<file path="config.mk">
export PLATFORM = sky130hd
export DESIGN_NAME = least_squares_line_fit_flat
export DESIGN_NICKNAME = d
export VERILOG_FILES = /design/src/design/lsf_pkg.sv /design/src/design/lsf_point_if.sv /design/src/design/lsf_result_if.sv /design/src/design/lsf_ctrl.sv /design/src/design/lsf_dp.sv /design/src/design/least_squares_line_fit.sv /design/src/flat_wrapper.sv
export SDC_FILE = /design/constraint.sdc
export NUM_CORES = 2
export LEC_CHECK = 0
export ABC_AREA = 1
export BUFFER_PORTS_ARGS = -buffer_cell sky130_fd_sc_hd__buf_4
export CAP_MARGIN = 30
export CORE_UTILIZATION = 60
export CTS_CLUSTER_DIAMETER = 100
export CTS_CLUSTER_SIZE = 16
export DETAILED_ROUTE_END_ITERATION = 12
export GPL_TIMING_DRIVEN = 1
export HOLD_SLACK_MARGIN = 0.08
export PLACE_DENSITY = 0.84
export SYNTH_ARGS = -nofsm -noshare
export SYNTH_HDL_FRONTEND = slang
export SYNTH_SLANG_ARGS = --single-unit
</file>
<file path="constraint.sdc">
create_clock -name i_clk -period 10.4 [get_ports i_clk]
set_clock_uncertainty 0.1 [all_clocks]
set_input_delay 2.08 -clock i_clk [delete_from_list [all_inputs] [get_ports i_clk]]
set_output_delay 2.08 -clock i_clk [all_outputs]
set_load 0.005 [all_outputs]
</file>
<file path="src/design/lsf_pkg.sv">
package lsf_pkg;

    localparam int MAX_POINTS     = 256;
    localparam int MIN_POINTS_RST = 5;
    localparam int MIN_FIT_POINTS = 2;

    localparam int X_W     = 16;
    localparam int CNT_W   = 9;
    localparam int SX_W    = X_W + $clog2(MAX_POINTS);
    localparam int SXX_W   = 2 * X_W + $clog2(MAX_POINTS);
    localparam int MUL_A_W = SX_W;
    localparam int MUL_B_W = (SXX_W + 1) / 2;
    localparam int PROD_W  = MUL_A_W + MUL_B_W;
    localparam int ACC_W   = SX_W + SXX_W;
    localparam int DEN_W   = SXX_W + CNT_W;
    localparam int Q_W     = 32;
    localparam int ST_W    = 2;

    localparam int SLOPE_SHIFT = 20;
    localparam int ICPT_SHIFT  = 12;
    localparam int DIV_N_W     = ACC_W + ICPT_SHIFT;
    localparam int DIV_CNT_W   = $clog2(DIV_N_W + 1);

    typedef enum logic [ST_W-1:0] {
        FIT_OK   = 2'd0,
        FIT_FEW  = 2'd1,
        FIT_FLAT = 2'd2,
        FIT_OVF  = 2'd3
    } t_fit_status;

    // product selection for the shared multiplier, in program order
    typedef enum logic [2:0] {
        MOP_N_XX = 3'd0,
        MOP_X_X  = 3'd1,
        MOP_N_XY = 3'd2,
        MOP_X_Y  = 3'd3,
        MOP_Y_XX = 3'd4,
        MOP_X_XY = 3'd5
    } t_mop;

    typedef struct packed {
        logic        accum;
        logic        clear;
        logic        mul_en;
        logic        mul_hi;
        t_mop        mop;
        logic        store_ta;
        logic        store_den;
        logic        store_num;
        logic        shift_icpt;
        logic        div_step;
        logic        save_slope;
        logic        save_icpt;
        logic        publish;
        t_fit_status status;
    } t_lsf_cmd;

    typedef struct packed {
        logic overflowed;
        logic too_few;
        logic den_bad;
    } t_lsf_sts;

endpackage

</file>
<file path="src/design/lsf_point_if.sv">
interface lsf_point_if;
    logic                      valid;
    logic                      ready;
    logic [lsf_pkg::X_W-1:0]   payload_mass;
    logic [lsf_pkg::X_W-1:0]   energy_per_km;
    logic                      last;

    modport source (output valid, output payload_mass, output energy_per_km, output last,
                    input ready);
    modport sink   (input valid, input payload_mass, input energy_per_km, input last,
                    output ready);
endinterface

</file>
<file path="src/design/lsf_result_if.sv">
interface lsf_result_if;
    logic                      valid;
    logic                      ready;
    logic signed [lsf_pkg::Q_W-1:0] slope;
    logic signed [lsf_pkg::Q_W-1:0] intercept;
    logic [lsf_pkg::ST_W-1:0]  fit_status;
    logic [lsf_pkg::CNT_W-1:0] point_count;

    modport source (output valid, output slope, output intercept, output fit_status,
                    output point_count, input ready);
    modport sink   (input valid, input slope, input intercept, input fit_status,
                    input point_count, output ready);
endinterface

</file>
<file path="src/design/lsf_ctrl.sv">
module lsf_ctrl (
    input  logic              i_clk,
    input  logic              i_rst_n,
    input  logic              i_in_valid,
    input  logic              i_in_last,
    input  logic              i_out_ready,
    input  lsf_pkg::t_lsf_sts i_sts,
    output logic              o_in_ready,
    output logic              o_out_valid,
    output lsf_pkg::t_lsf_cmd o_cmd
);

    typedef enum logic [5:0] {
        ST_IDLE  = 6'b000001,
        ST_CHECK = 6'b000010,
        ST_MUL   = 6'b000100,
        ST_DEN   = 6'b001000,
        ST_DIV   = 6'b010000,
        ST_DONE  = 6'b100000
    } t_state;

    typedef enum logic [1:0] {
        PH_LO    = 2'd0,
        PH_HI    = 2'd1,
        PH_ADD   = 2'd2,
        PH_STORE = 2'd3
    } t_phase;

    t_state                        r_state, n_state;
    t_phase                        r_phase, n_phase;
    logic [2:0]                    r_idx, n_idx;
    logic [lsf_pkg::DIV_CNT_W-1:0] r_cnt, n_cnt;
    lsf_pkg::t_fit_status          r_status, n_status;
    logic                          r_out_vld, n_out_vld;
    lsf_pkg::t_lsf_cmd             cmd;

    always_comb begin
        n_state   = r_state;
        n_phase   = r_phase;
        n_idx     = r_idx;
        n_cnt     = r_cnt;
        n_status  = r_status;
        n_out_vld = r_out_vld;
        cmd        = '0;
        cmd.mop    = lsf_pkg::MOP_N_XX;
        cmd.status = r_status;

        if (r_out_vld && i_out_ready) begin
            n_out_vld = 1'b0;
        end

        case (r_state)
            ST_IDLE: begin
                if (i_in_valid) begin
                    cmd.accum = 1'b1;
                    if (i_in_last) begin
                        n_state = ST_CHECK;
                    end
                end
            end
            ST_CHECK: begin
                if (i_sts.overflowed) begin
                    n_status = lsf_pkg::FIT_OVF;
                    n_state  = ST_DONE;
                end else if (i_sts.too_few) begin
                    n_status = lsf_pkg::FIT_FEW;
                    n_state  = ST_DONE;
                end else begin
                    n_status = lsf_pkg::FIT_OK;
                    n_idx    = lsf_pkg::MOP_N_XX;
                    n_phase  = PH_LO;
                    n_state  = ST_MUL;
                end
            end
            ST_MUL: begin
                cmd.mop = lsf_pkg::t_mop'(r_idx);
                case (r_phase)
                    PH_LO: begin
                        cmd.mul_en = 1'b1;
                        n_phase    = PH_HI;
                    end
                    PH_HI: begin
                        cmd.mul_en = 1'b1;
                        cmd.mul_hi = 1'b1;
                        n_phase    = PH_ADD;
                    end
                    PH_ADD: begin
                        n_phase = PH_STORE;
                    end
                    PH_STORE: begin
                        n_phase = PH_LO;
                        n_idx   = r_idx + 3'd1;
                        case (lsf_pkg::t_mop'(r_idx))
                            lsf_pkg::MOP_N_XX, lsf_pkg::MOP_N_XY, lsf_pkg::MOP_Y_XX: begin
                                cmd.store_ta = 1'b1;
                            end
                            lsf_pkg::MOP_X_X: begin
                                cmd.store_den = 1'b1;
                                n_state       = ST_DEN;
                            end
                            lsf_pkg::MOP_X_Y: begin
                                cmd.store_num = 1'b1;
                                n_cnt         = '0;
                                n_state       = ST_DIV;
                            end
                            lsf_pkg::MOP_X_XY: begin
                                cmd.store_num  = 1'b1;
                                cmd.shift_icpt = 1'b1;
                                n_cnt          = '0;
                                n_state        = ST_DIV;
                            end
                            default: begin
                                n_state = ST_IDLE;
                            end
                        endcase
                    end
                    default: begin
                        n_phase = PH_LO;
                    end
                endcase
            end
            ST_DEN: begin
                if (i_sts.den_bad) begin
                    n_status = lsf_pkg::FIT_FLAT;
                    n_state  = ST_DONE;
                end else begin
                    n_state = ST_MUL;
                end
            end
            ST_DIV: begin
                if (r_cnt != lsf_pkg::DIV_CNT_W'(lsf_pkg::DIV_N_W)) begin
                    cmd.div_step = 1'b1;
                    n_cnt        = r_cnt + 1'b1;
                end else if (r_idx == lsf_pkg::MOP_Y_XX) begin
                    // slope done, go on with the intercept products
                    cmd.save_slope = 1'b1;
                    n_state        = ST_MUL;
                end else begin
                    cmd.save_icpt = 1'b1;
                    n_state       = ST_DONE;
                end
            end
            ST_DONE: begin
                // hold until the output register is free
                if (!r_out_vld || i_out_ready) begin
                    cmd.publish = 1'b1;
                    cmd.clear   = 1'b1;
                    n_out_vld   = 1'b1;
                    n_state     = ST_IDLE;
                end
            end
            default: begin
                n_state = ST_IDLE;
            end
        endcase
    end

    always_ff @(posedge i_clk) begin
        if (!i_rst_n) begin
            r_state   <= ST_IDLE;
            r_phase   <= PH_LO;
            r_idx     <= '0;
            r_cnt     <= '0;
            r_status  <= lsf_pkg::FIT_OK;
            r_out_vld <= 1'b0;
        end else begin
            r_state   <= n_state;
            r_phase   <= n_phase;
            r_idx     <= n_idx;
            r_cnt     <= n_cnt;
            r_status  <= n_status;
            r_out_vld <= n_out_vld;
        end
    end

    assign o_in_ready  = (r_state == ST_IDLE);
    assign o_out_valid = r_out_vld;
    assign o_cmd       = cmd;

endmodule

</file>
<file path="src/design/lsf_dp.sv">
module lsf_dp (
    input  logic                             i_clk,
    input  logic                             i_rst_n,
    input  lsf_pkg::t_lsf_cmd                i_cmd,
    input  logic                             i_cfg_wr_en,
    input  logic [lsf_pkg::CNT_W-1:0]        i_cfg_wr_data,
    input  logic [lsf_pkg::X_W-1:0]          i_x,
    input  logic [lsf_pkg::X_W-1:0]          i_y,
    output lsf_pkg::t_lsf_sts                o_sts,
    output logic signed [lsf_pkg::Q_W-1:0]   o_slope,
    output logic signed [lsf_pkg::Q_W-1:0]   o_intercept,
    output logic [lsf_pkg::ST_W-1:0]         o_fit_status,
    output logic [lsf_pkg::CNT_W-1:0]        o_point_count
);

    localparam int CNT_W   = lsf_pkg::CNT_W;
    localparam int SX_W    = lsf_pkg::SX_W;
    localparam int SXX_W   = lsf_pkg::SXX_W;
    localparam int MUL_A_W = lsf_pkg::MUL_A_W;
    localparam int MUL_B_W = lsf_pkg::MUL_B_W;
    localparam int PROD_W  = lsf_pkg::PROD_W;
    localparam int ACC_W   = lsf_pkg::ACC_W;
    localparam int DEN_W   = lsf_pkg::DEN_W;
    localparam int Q_W     = lsf_pkg::Q_W;
    localparam int DIV_N_W = lsf_pkg::DIV_N_W;

    // running sums of the set
    logic [CNT_W-1:0] r_count;
    logic [SX_W-1:0]  r_sum_x, r_sum_y;
    logic [SXX_W-1:0] r_sum_xx, r_sum_xy;
    logic             r_ovf;
    logic [CNT_W-1:0] r_min_points;

    // fit datapath
    logic               r_prod_vld, r_prod_hi;
    logic [PROD_W-1:0]  r_prod;
    logic [ACC_W-1:0]   r_acc, r_ta;
    logic [DEN_W-1:0]   r_den;
    logic               r_den_bad;
    logic               r_neg;
    logic [DIV_N_W-1:0] r_num;
    logic [DEN_W-1:0]   r_rem;
    logic [Q_W-1:0]     r_q;
    logic               r_q_ovf;
    logic [Q_W-1:0]     r_slope, r_icpt;

    logic [Q_W-1:0]          r_o_slope, r_o_icpt;
    lsf_pkg::t_fit_status    r_o_status;
    logic [CNT_W-1:0]        r_o_count;

    logic [MUL_A_W-1:0] mul_a;
    logic [SXX_W-1:0]   mul_b;
    logic [MUL_B_W-1:0] mul_b_half;
    logic [ACC_W:0]     diff;
    logic               diff_neg;
    logic [ACC_W-1:0]   diff_mag;
    logic [DEN_W:0]     rem_sh;
    logic               rem_ge;
    logic [Q_W-1:0]     q_sat;

    function automatic logic [Q_W-1:0] sat_q(input logic neg, input logic ovf,
                                             input logic [Q_W-1:0] q);
        logic [Q_W-1:0] res;
        if (neg) begin
            res = (ovf || q[Q_W-1]) ? {1'b1, {(Q_W-1){1'b0}}} : (~q + 1'b1);
        end else begin
            res = (ovf || q[Q_W-1]) ? {1'b0, {(Q_W-1){1'b1}}} : q;
        end
        return res;
    endfunction

    always_comb begin
        case (i_cmd.mop)
            lsf_pkg::MOP_N_XX: begin
                mul_a = MUL_A_W'(r_count);
                mul_b = r_sum_xx;
            end
            lsf_pkg::MOP_X_X: begin
                mul_a = r_sum_x;
                mul_b = SXX_W'(r_sum_x);
            end
            lsf_pkg::MOP_N_XY: begin
                mul_a = MUL_A_W'(r_count);
                mul_b = r_sum_xy;
            end
            lsf_pkg::MOP_X_Y: begin
                mul_a = r_sum_x;
                mul_b = SXX_W'(r_sum_y);
            end
            lsf_pkg::MOP_Y_XX: begin
                mul_a = r_sum_y;
                mul_b = r_sum_xx;
            end
            lsf_pkg::MOP_X_XY: begin
                mul_a = r_sum_x;
                mul_b = r_sum_xy;
            end
            default: begin
                mul_a = '0;
                mul_b = '0;
            end
        endcase
    end

    assign mul_b_half = i_cmd.mul_hi ? MUL_B_W'(mul_b >> MUL_B_W) : mul_b[MUL_B_W-1:0];

    assign diff     = {1'b0, r_ta} - {1'b0, r_acc};
    assign diff_neg = diff[ACC_W];
    assign diff_mag = diff_neg ? (r_acc - r_ta) : diff[ACC_W-1:0];

    assign rem_sh = {r_rem, r_num[DIV_N_W-1]};
    assign rem_ge = (rem_sh >= {1'b0, r_den});
    assign q_sat  = sat_q(r_neg, r_q_ovf, r_q);

    always_ff @(posedge i_clk) begin
        if (!i_rst_n) begin
            r_count      <= '0;
            r_sum_x      <= '0;
            r_sum_y      <= '0;
            r_sum_xx     <= '0;
            r_sum_xy     <= '0;
            r_ovf        <= 1'b0;
            r_min_points <= CNT_W'(lsf_pkg::MIN_POINTS_RST);
            r_prod_vld   <= 1'b0;
        end else begin
            if (i_cfg_wr_en) begin
                r_min_points <= i_cfg_wr_data;
            end
            r_prod_vld <= i_cmd.mul_en;
            if (i_cmd.clear) begin
                r_count  <= '0;
                r_sum_x  <= '0;
                r_sum_y  <= '0;
                r_sum_xx <= '0;
                r_sum_xy <= '0;
                r_ovf    <= 1'b0;
            end else if (i_cmd.accum) begin
                // drop points beyond the set limit, but remember it
                if (r_count < CNT_W'(lsf_pkg::MAX_POINTS)) begin
                    r_count  <= r_count + 1'b1;
                    r_sum_x  <= r_sum_x + SX_W'(i_x);
                    r_sum_y  <= r_sum_y + SX_W'(i_y);
                    r_sum_xx <= r_sum_xx + SXX_W'(i_x * i_x);
                    r_sum_xy <= r_sum_xy + SXX_W'(i_x * i_y);
                end else begin
                    r_ovf <= 1'b1;
                end
            end
        end
    end

    always_ff @(posedge i_clk) begin
        if (i_cmd.mul_en) begin
            r_prod    <= mul_a * mul_b_half;
            r_prod_hi <= i_cmd.mul_hi;
        end
        if (r_prod_vld) begin
            r_acc <= r_prod_hi ? (r_acc + (ACC_W'(r_prod) << MUL_B_W)) : ACC_W'(r_prod);
        end
        if (i_cmd.store_ta) begin
            r_ta <= r_acc;
        end
        if (i_cmd.store_den) begin
            r_den     <= diff[DEN_W-1:0];
            r_den_bad <= diff_neg || (diff == '0);
        end
        if (i_cmd.store_num) begin
            r_neg   <= diff_neg;
            r_num   <= DIV_N_W'(diff_mag) << (i_cmd.shift_icpt ? lsf_pkg::ICPT_SHIFT
                                                                : lsf_pkg::SLOPE_SHIFT);
            r_rem   <= '0;
            r_q     <= '0;
            r_q_ovf <= 1'b0;
        end else if (i_cmd.div_step) begin
            // one restoring step; quotient bits above Q_W only set the sticky flag
            r_rem   <= rem_ge ? DEN_W'(rem_sh - {1'b0, r_den}) : DEN_W'(rem_sh);
            r_num   <= r_num << 1;
            r_q     <= {r_q[Q_W-2:0], rem_ge};
            r_q_ovf <= r_q_ovf | r_q[Q_W-1];
        end
        if (i_cmd.save_slope) begin
            r_slope <= q_sat;
        end
        if (i_cmd.save_icpt) begin
            r_icpt <= q_sat;
        end
        if (i_cmd.publish) begin
            r_o_slope  <= (i_cmd.status == lsf_pkg::FIT_OK) ? r_slope : '0;
            r_o_icpt   <= (i_cmd.status == lsf_pkg::FIT_OK) ? r_icpt : '0;
            r_o_status <= i_cmd.status;
            r_o_count  <= r_count;
        end
    end

    assign o_sts.overflowed = r_ovf;
    assign o_sts.too_few    = (r_count < r_min_points) ||
                              (r_count < CNT_W'(lsf_pkg::MIN_FIT_POINTS));
    assign o_sts.den_bad    = r_den_bad;

    assign o_slope       = r_o_slope;
    assign o_intercept   = r_o_icpt;
    assign o_fit_status  = r_o_status;
    assign o_point_count = r_o_count;

endmodule

</file>
<file path="src/design/least_squares_line_fit.sv">
// Least-squares line fit over a set of calibration points.
// i_point carries one point per transfer (payload_mass Q8.8, energy_per_km Q12.4,
// last). Points are summed at one per cycle; a point past the 256-point limit is
// dropped and marks the set as overflowed. The point with last set closes the set.
// o_result carries one item per set: slope and intercept in signed Q16.16,
// fit_status and point_count. i_cfg_wr_en / i_cfg_wr_data write min_points
// (reset value 5); write it only while no set is in progress.
// After the last point, a set that overflowed or has too few points goes
// straight to the output register; otherwise n*Sxx - Sx*Sx is formed, a zero
// spread ends the fit, and the slope and then the intercept are divided out.
// The fit takes six 24x40 products on one 24x20 multiplier and two 76-step
// restoring divisions, one quotient bit per cycle. i_point.ready is low from
// the last point until the result is in the output register.
// The output register holds a result until taken; a new set may be summed
// meanwhile, but its result waits until the previous one is transferred.
// Synchronous reset clears the sums, drops any pending result and sets
// min_points to 5.
module least_squares_line_fit (
    input  logic                        i_clk,
    input  logic                        i_rst_n,
    lsf_point_if.sink                   i_point,
    lsf_result_if.source                o_result,
    input  logic                        i_cfg_wr_en,
    input  logic [lsf_pkg::CNT_W-1:0]   i_cfg_wr_data
);

    lsf_pkg::t_lsf_cmd cmd;
    lsf_pkg::t_lsf_sts sts;

    lsf_ctrl u_ctrl (
        .i_clk       (i_clk),
        .i_rst_n     (i_rst_n),
        .i_in_valid  (i_point.valid),
        .i_in_last   (i_point.last),
        .i_out_ready (o_result.ready),
        .i_sts       (sts),
        .o_in_ready  (i_point.ready),
        .o_out_valid (o_result.valid),
        .o_cmd       (cmd)
    );

    lsf_dp u_dp (
        .i_clk         (i_clk),
        .i_rst_n       (i_rst_n),
        .i_cmd         (cmd),
        .i_cfg_wr_en   (i_cfg_wr_en),
        .i_cfg_wr_data (i_cfg_wr_data),
        .i_x           (i_point.payload_mass),
        .i_y           (i_point.energy_per_km),
        .o_sts         (sts),
        .o_slope       (o_result.slope),
        .o_intercept   (o_result.intercept),
        .o_fit_status  (o_result.fit_status),
        .o_point_count (o_result.point_count)
    );

endmodule

</file>
<file path="src/flat_wrapper.sv">
// flat-port wrapper written by rule: the top's interface ports become plain ports
module least_squares_line_fit_flat 
  (i_clk, i_rst_n, i_cfg_wr_en, i_cfg_wr_data, i_point_valid, i_point_payload_mass, i_point_energy_per_km, i_point_last, i_point_ready, o_result_valid, o_result_slope, o_result_intercept, o_result_fit_status, o_result_point_count, o_result_ready);
  lsf_point_if i_point_i ();
  lsf_result_if o_result_i ();
  input  logic i_clk;
  input  logic i_rst_n;
  input  logic i_cfg_wr_en;
  input  logic [lsf_pkg::CNT_W-1:0] i_cfg_wr_data;
  input wire logic [$bits(i_point_i.valid)-1:0] i_point_valid;
  input wire logic [$bits(i_point_i.payload_mass)-1:0] i_point_payload_mass;
  input wire logic [$bits(i_point_i.energy_per_km)-1:0] i_point_energy_per_km;
  input wire logic [$bits(i_point_i.last)-1:0] i_point_last;
  output wire logic [$bits(i_point_i.ready)-1:0] i_point_ready;
  output wire logic [$bits(o_result_i.valid)-1:0] o_result_valid;
  output wire logic [$bits(o_result_i.slope)-1:0] o_result_slope;
  output wire logic [$bits(o_result_i.intercept)-1:0] o_result_intercept;
  output wire logic [$bits(o_result_i.fit_status)-1:0] o_result_fit_status;
  output wire logic [$bits(o_result_i.point_count)-1:0] o_result_point_count;
  input wire logic [$bits(o_result_i.ready)-1:0] o_result_ready;
  assign i_point_i.valid = i_point_valid;
  assign i_point_i.payload_mass = i_point_payload_mass;
  assign i_point_i.energy_per_km = i_point_energy_per_km;
  assign i_point_i.last = i_point_last;
  assign i_point_ready = i_point_i.ready;
  assign o_result_valid = o_result_i.valid;
  assign o_result_slope = o_result_i.slope;
  assign o_result_intercept = o_result_i.intercept;
  assign o_result_fit_status = o_result_i.fit_status;
  assign o_result_point_count = o_result_i.point_count;
  assign o_result_i.ready = o_result_ready;
  least_squares_line_fit u_core (.i_clk(i_clk), .i_rst_n(i_rst_n), .i_point(i_point_i), .o_result(o_result_i), .i_cfg_wr_en(i_cfg_wr_en), .i_cfg_wr_data(i_cfg_wr_data));
endmodule
</file>
==> report_table.html <==
<table>
<tr><th>Metric</th><th>Value</th></tr>
<tr><th colspan="2">CTS</th></tr>
<tr><td>Clock sink count</td><td>686</td></tr>
<tr><td>Number of gates given a new drive strength after cts</td><td>0</td></tr>
<tr><td>Later-pin clock latency in the skew report</td><td>0.70 ns</td></tr>
<tr><td>Max clock buf depth</td><td>3</td></tr>
<tr><td>Worst-path clk slew</td><td>roughly 0.08 ns</td></tr>
<tr><td>Setup fix buffers added after clock tree synthesis</td><td>0</td></tr>
<tr><td>Depth of the CTS H-tree</td><td>2</td></tr>
<tr><td>Clock root buffer master</td><td>sky130_fd_sc_hd__clkbuf_16</td></tr>
<tr><td>Number of buffers added to fix hold violations after cts</td><td>0</td></tr>
<tr><td>Inserted Clock Buffers</td><td>54</td></tr>
<tr><td>TritonCTS clock tree</td><td>built</td></tr>
<tr><th colspan="2">Route</th></tr>
<tr><td>Total wire length</td><td>255100 um</td></tr>
<tr><td>Post-detailed-route wirelength per cell</td><td>20.35 um</td></tr>
<tr><td>Via count</td><td>71480</td></tr>
<tr><td>Remaining antenna violation count after routing</td><td>0</td></tr>
<tr><td>DRT Pass-1 Iters</td><td>7</td></tr>
<tr><td>1st-iter DRT viols</td><td>7553</td></tr>
<tr><td>Number of DRC violations after detailed routing</td><td>0</td></tr>
<tr><td>DR vias/cell</td><td>5.701</td></tr>
<tr><th colspan="2">Global routing</th></tr>
<tr><td>Total congestion overflow after global routing</td><td>0</td></tr>
<tr><td>Global-route wire length before repair</td><td>397800 um</td></tr>
<tr><td>Number of antenna violations at the first check in global routing</td><td>5</td></tr>
<tr><td>Number of global-route vias before repair</td><td>70900</td></tr>
<tr><td>Overall fraction of global-route tracks in use</td><td>0.3781</td></tr>
<tr><td>Largest net degree at the start of global routing</td><td>85</td></tr>
<tr><th colspan="2">Floorplanning</th></tr>
<tr><td>Starting density of the core</td><td>0.6083</td></tr>
<tr><td>Top Ports</td><td>124</td></tr>
<tr><td>Placement Rows</td><td>~130</td></tr>
<tr><td>Core ar.</td><td>~0.13 mm^2</td></tr>
<tr><td>Overall die width</td><td>368 um</td></tr>
<tr><td>Chip height</td><td>~370 um</td></tr>
<tr><td>DIE AREA</td><td>0.1354 mm^2</td></tr>
<tr><th colspan="2">Cells and area</th></tr>
<tr><td>Post-layout util</td><td>0.6387</td></tr>
<tr><td>Top library cells by usage in the layout, fill and taps aside</td><td>sky130_fd_sc_hd__nand2_1 (2633), sky130_fd_sc_hd__inv_1 (2470), sky130_fd_sc_hd__nor2_1 (922)</td></tr>
<tr><td>P&amp;R area growth vs syn</td><td>4.996%</td></tr>
<tr><td>Most frequent standard cell in the layout excluding fill and tap cells</td><td>sky130_fd_sc_hd__nand2_1</td></tr>
<tr><td>Antenna cell count</td><td>0</td></tr>
<tr><td>Fraction of final layout cells with drive strength greater than 1</td><td>0.03487</td></tr>
<tr><td>Total Nets Final</td><td>roughly 12000</td></tr>
<tr><th colspan="2">Power</th></tr>
<tr><td>Cell Int Power</td><td>7802 uW</td></tr>
<tr><td>Max rail drop VDD</td><td>0.0004756 V</td></tr>
<tr><td>Part of the power in registers</td><td>0.203</td></tr>
<tr><td>Part of the power in combinational logic</td><td>0.661</td></tr>
<tr><td>Sw frac</td><td>0.5015</td></tr>
<tr><td>Switching power</td><td>7849 uW</td></tr>
<tr><td>LEAKAGE</td><td>0.04414 uW</td></tr>
<tr><td>Total power</td><td>between 15000 and 20000 uW</td></tr>
<tr><td>Areal power density over the cells</td><td>between 150 and 200 mW/mm^2</td></tr>
<tr><td>Clock share of power</td><td>0.136</td></tr>
<tr><th colspan="2">Timing</th></tr>
<tr><td>Peak Freq</td><td>0.1075 GHz</td></tr>
<tr><td>Relative max-transition margin</td><td>0.2734</td></tr>
<tr><td>Final-report max-slew violation count</td><td>0</td></tr>
<tr><td>Actual slew at the worst max-slew pin</td><td>between 1 and 1.5 ns</td></tr>
<tr><td>Final worst slack</td><td>1.097 ns</td></tr>
<tr><td>Period utilisation layout</td><td>0.8945</td></tr>
<tr><td>Number of endpoints with negative hold slack in the final report</td><td>0</td></tr>
<tr><td>Setup Total Neg Slack</td><td>0 ns</td></tr>
<tr><td>Unrepaired setup endpoints after global routing</td><td>no</td></tr>
<tr><td>Final Critical Period</td><td>9.303 ns</td></tr>
<tr><td>Count of endpoints failing setup in the final report</td><td>0</td></tr>
<tr><th colspan="2">Critical path</th></tr>
<tr><td>Worst-path fanout max</td><td>16</td></tr>
<tr><td>Slowest cell on crit path</td><td>sky130_fd_sc_hd__inv_1</td></tr>
<tr><td>Launch instance of the worst register-to-register path</td><td>u_core.u_ctrl.r_state[0]$_SDFFE_PN1P_</td></tr>
<tr><td>Max incr delay on CP</td><td>0.56 ns</td></tr>
<tr><td>CP Buf/Inv Count</td><td>8</td></tr>
<tr><td>Worst path arrival time</td><td>approximately 9.6 ns</td></tr>
<tr><td>Endpoint required time on the critical path</td><td>10.72 ns</td></tr>
<tr><td>Worst reg-to-reg setup slack</td><td>roughly 1.1 ns</td></tr>
<tr><td>Kind of start point of the critical path</td><td>flip-flop</td></tr>
<tr><td>Critical path startpoint</td><td>u_core.u_ctrl.r_state[0]$_SDFFE_PN1P_</td></tr>
<tr><td>Setup crit end kind</td><td>flip-flop</td></tr>
<tr><td>Cell type group with the largest total delay on the critical path</td><td>adder cells</td></tr>
<tr><td>Worst Path Class, Setup</td><td>flip-flop to flip-flop</td></tr>
<tr><th colspan="2">Synthesis</th></tr>
<tr><td>Count of mapped cells out of synthesis</td><td>around 11000</td></tr>
<tr><td>Library cells used by synthesis</td><td>67</td></tr>
<tr><td>Avg Cell Area, Syn</td><td>7.441 um^2</td></tr>
<tr><td>Count of state elements after synthesis</td><td>686</td></tr>
<tr><td>Most frequently used flop master after synthesis</td><td>sky130_fd_sc_hd__edfxtp_1</td></tr>
<tr><td>Number of nets in the synthesized netlist</td><td>12310</td></tr>
<tr><td>Async set or reset register ratio after synthesis</td><td>0</td></tr>
<tr><td>Number of enable-type register cells in the synthesized netlist</td><td>approximately 440</td></tr>
<tr><td>Number of warnings issued by yosys</td><td>0</td></tr>
<tr><td>Fraction of the yosys area taken by sequential cells</td><td>0.2250</td></tr>
<tr><td>Synthesized area</td><td>0.08037 mm^2</td></tr>
<tr><th colspan="2">Run status</th></tr>
<tr><td>Run status</td><td>completed</td></tr>
<tr><th colspan="2">Place</th></tr>
<tr><td>Number of I/O port buffers</td><td>123</td></tr>
<tr><td>Sum of net half-perimeters after detailed placement</td><td>207800 um</td></tr>
<tr><td>RePlAce Congestion</td><td>between 1 and 1.5</td></tr>
<tr><td>Post-placement worst setup slack</td><td>1.383 ns</td></tr>
<tr><th colspan="2">Hold path</th></tr>
<tr><td>Hold Crit Start</td><td>u_core.u_dp.r_min_points[6]$_SDFFE_PN0P_</td></tr>
<tr><td>Min-delay worst type</td><td>flip-flop to flip-flop</td></tr>
<tr><th colspan="2">Run</th></tr>
<tr><td>Maxcap violations</td><td>0</td></tr>
</table>
==> stage by stage <==
stage	hold WS (ns)	cells	area, um^2
after floorplan	0.3224	10800	80370
after global placement	0.3393	12430	82580
after detailed placement	0.3498	12440	82650
after CTS	0.3699	12540	84360
after global routing	0.3827	12540	84390
final	0.3687	12540	84390
==> final cells by class <==
| class | instances | area [um^2] |
|---|---|---|
| clock buffer | 87 | 1485 |
| inverter | 2510 | 9434 |
| fill | 11680 | 47740 |
| sequential | 686 | 18090 |
| timing repair buffer | 185 | 1451 |
| multi-input combinational | 7302 | 51510 |
| clock inverter | 14 | 225.2 |
| tap | 1755 | 2196 |
==> power by group through the flow <==
stage | clock network, uW | registers (uW) | logic [uW]
detailed placement | 0 | 3230 | 10000
finish | 2120 | 3180 | 10300
global placement | 0 | 3230 | 9750
global route | 2230 | 3180 | 11700
CTS | 2140 | 3160 | 10100
floorplan | 0 | 3120 | 7740
==> sequential cells by signal (all words and copies together) (netlist names), 3 cells and up <==
name and flops:
u_core.u_dp.r_num 72, u_core.u_ctrl.r_cnt 7, u_core.u_dp.r_den 49, u_core.u_dp.o_intercept 32, u_core.u_dp.r_acc 64, u_core.u_ctrl.r_state 6, u_core.u_dp.r_prod 44, u_core.u_dp.r_sum_x 24
u_core.u_dp.r_min_points 9, u_core.u_dp.o_point_count 9, u_core.u_dp.r_count 9, u_core.u_dp.r_slope 32, u_core.u_dp.r_ta 64, u_core.u_dp.r_q 32, u_core.u_dp.r_sum_y 24, u_core.u_dp.r_rem 49
u_core.u_dp.r_icpt 32, u_core.u_dp.r_sum_xy 40, u_core.u_dp.r_sum_xx 40, u_core.u_dp.o_slope 32, u_core.u_ctrl.r_idx 3
==> cell usage after synthesis, types with 13 or more instances <==
cell	n	share of area
sky130_fd_sc_hd__buf_1	21	0.00098
sky130_fd_sc_hd__o2111ai_1	18	0.0020
sky130_fd_sc_hd__xor2_1	195	0.021
sky130_fd_sc_hd__a21oi_1	596	0.037
sky130_fd_sc_hd__nand2_1	2634	0.12
sky130_fd_sc_hd__a211oi_1	20	0.0019
sky130_fd_sc_hd__o211ai_1	34	0.0032
sky130_fd_sc_hd__or2_2	15	0.0012
sky130_fd_sc_hd__nor2_1	931	0.043
sky130_fd_sc_hd__a21o_1	41	0.0038
sky130_fd_sc_hd__fa_1	819	0.20
sky130_fd_sc_hd__inv_1	2472	0.12
sky130_fd_sc_hd__o22ai_1	50	0.0039
sky130_fd_sc_hd__o21ai_1	34	0.0021
sky130_fd_sc_hd__o21a_1	28	0.0026
sky130_fd_sc_hd__inv_2	35	0.0016
sky130_fd_sc_hd__dfxtp_1	251	0.063
sky130_fd_sc_hd__buf_6	13	0.0018
sky130_fd_sc_hd__edfxtp_1	435	0.16
sky130_fd_sc_hd__nand3_1	350	0.022
sky130_fd_sc_hd__clkbuf_1	167	0.0078
sky130_fd_sc_hd__o21bai_1	32	0.0030
sky130_fd_sc_hd__ha_1	643	0.10
sky130_fd_sc_hd__buf_4	30	0.0028
sky130_fd_sc_hd__buf_2	69	0.0043
sky130_fd_sc_hd__nor3_1	70	0.0044
sky130_fd_sc_hd__a31oi_1	55	0.0043
sky130_fd_sc_hd__o21ai_0	468	0.029
sky130_fd_sc_hd__xnor2_1	74	0.0081
sky130_fd_sc_hd__o221ai_1	13	0.0014
sky130_fd_sc_hd__nor4_1	23	0.0018
sky130_fd_sc_hd__nand4_1	45	0.0035
==> worst register-to-register path, delay by kind of cell, from the launching register on <==
family	cells	cell delay, ns
buffers and inverters	8	1.25
AO/OA/AOI/OAI	6	1.08
XOR/XNOR	1	0.15
flip-flops	1	0.33
adder cells (fa/ha/maj)	8	3.84
AND/OR/NAND/NOR	11	2.26
==> cell families (layout without fill, tap and decap cells) <==
family / after synthesis / count (layout) / synth area share
simple gates: 4126 / 4126 / 0.2050
buf+inv: 2814 / 2796 / 0.1353
fa+ha+maj: 1462 / 1462 / 0.3041
compound gates: 1444 / 1444 / 0.1012
flops: 686 / 686 / 0.2250
xor+xnor: 269 / 269 / 0.02931
other cells: 1 / 1 / 0.00004666
==> path summary, 6_finish.rpt <==
path,endpoint,cells past startpoint
worst min register to register,u_core.u_dp.r_min_points[6]$_SDFFE_PN0P_,2
worst max register to register,u_core.u_dp.r_prod[32]$_DFFE_PP_,34
worst max-delay path,u_core.u_dp.r_prod[32]$_DFFE_PP_,34
worst min-delay path,u_core.u_dp.r_min_points[6]$_SDFFE_PN0P_,2
==> per-layer routing <==
layer,global-route usage,vias up,wire length (um)
li1,-,33060,-
met3,0.06806,565,26200
met1,0.5336,34250,107000
met2,0.5859,3598,112000
met5,0,-,61
met4,0.1280,10,9883
Note: power is estimated with default switching activity, not from simulation.
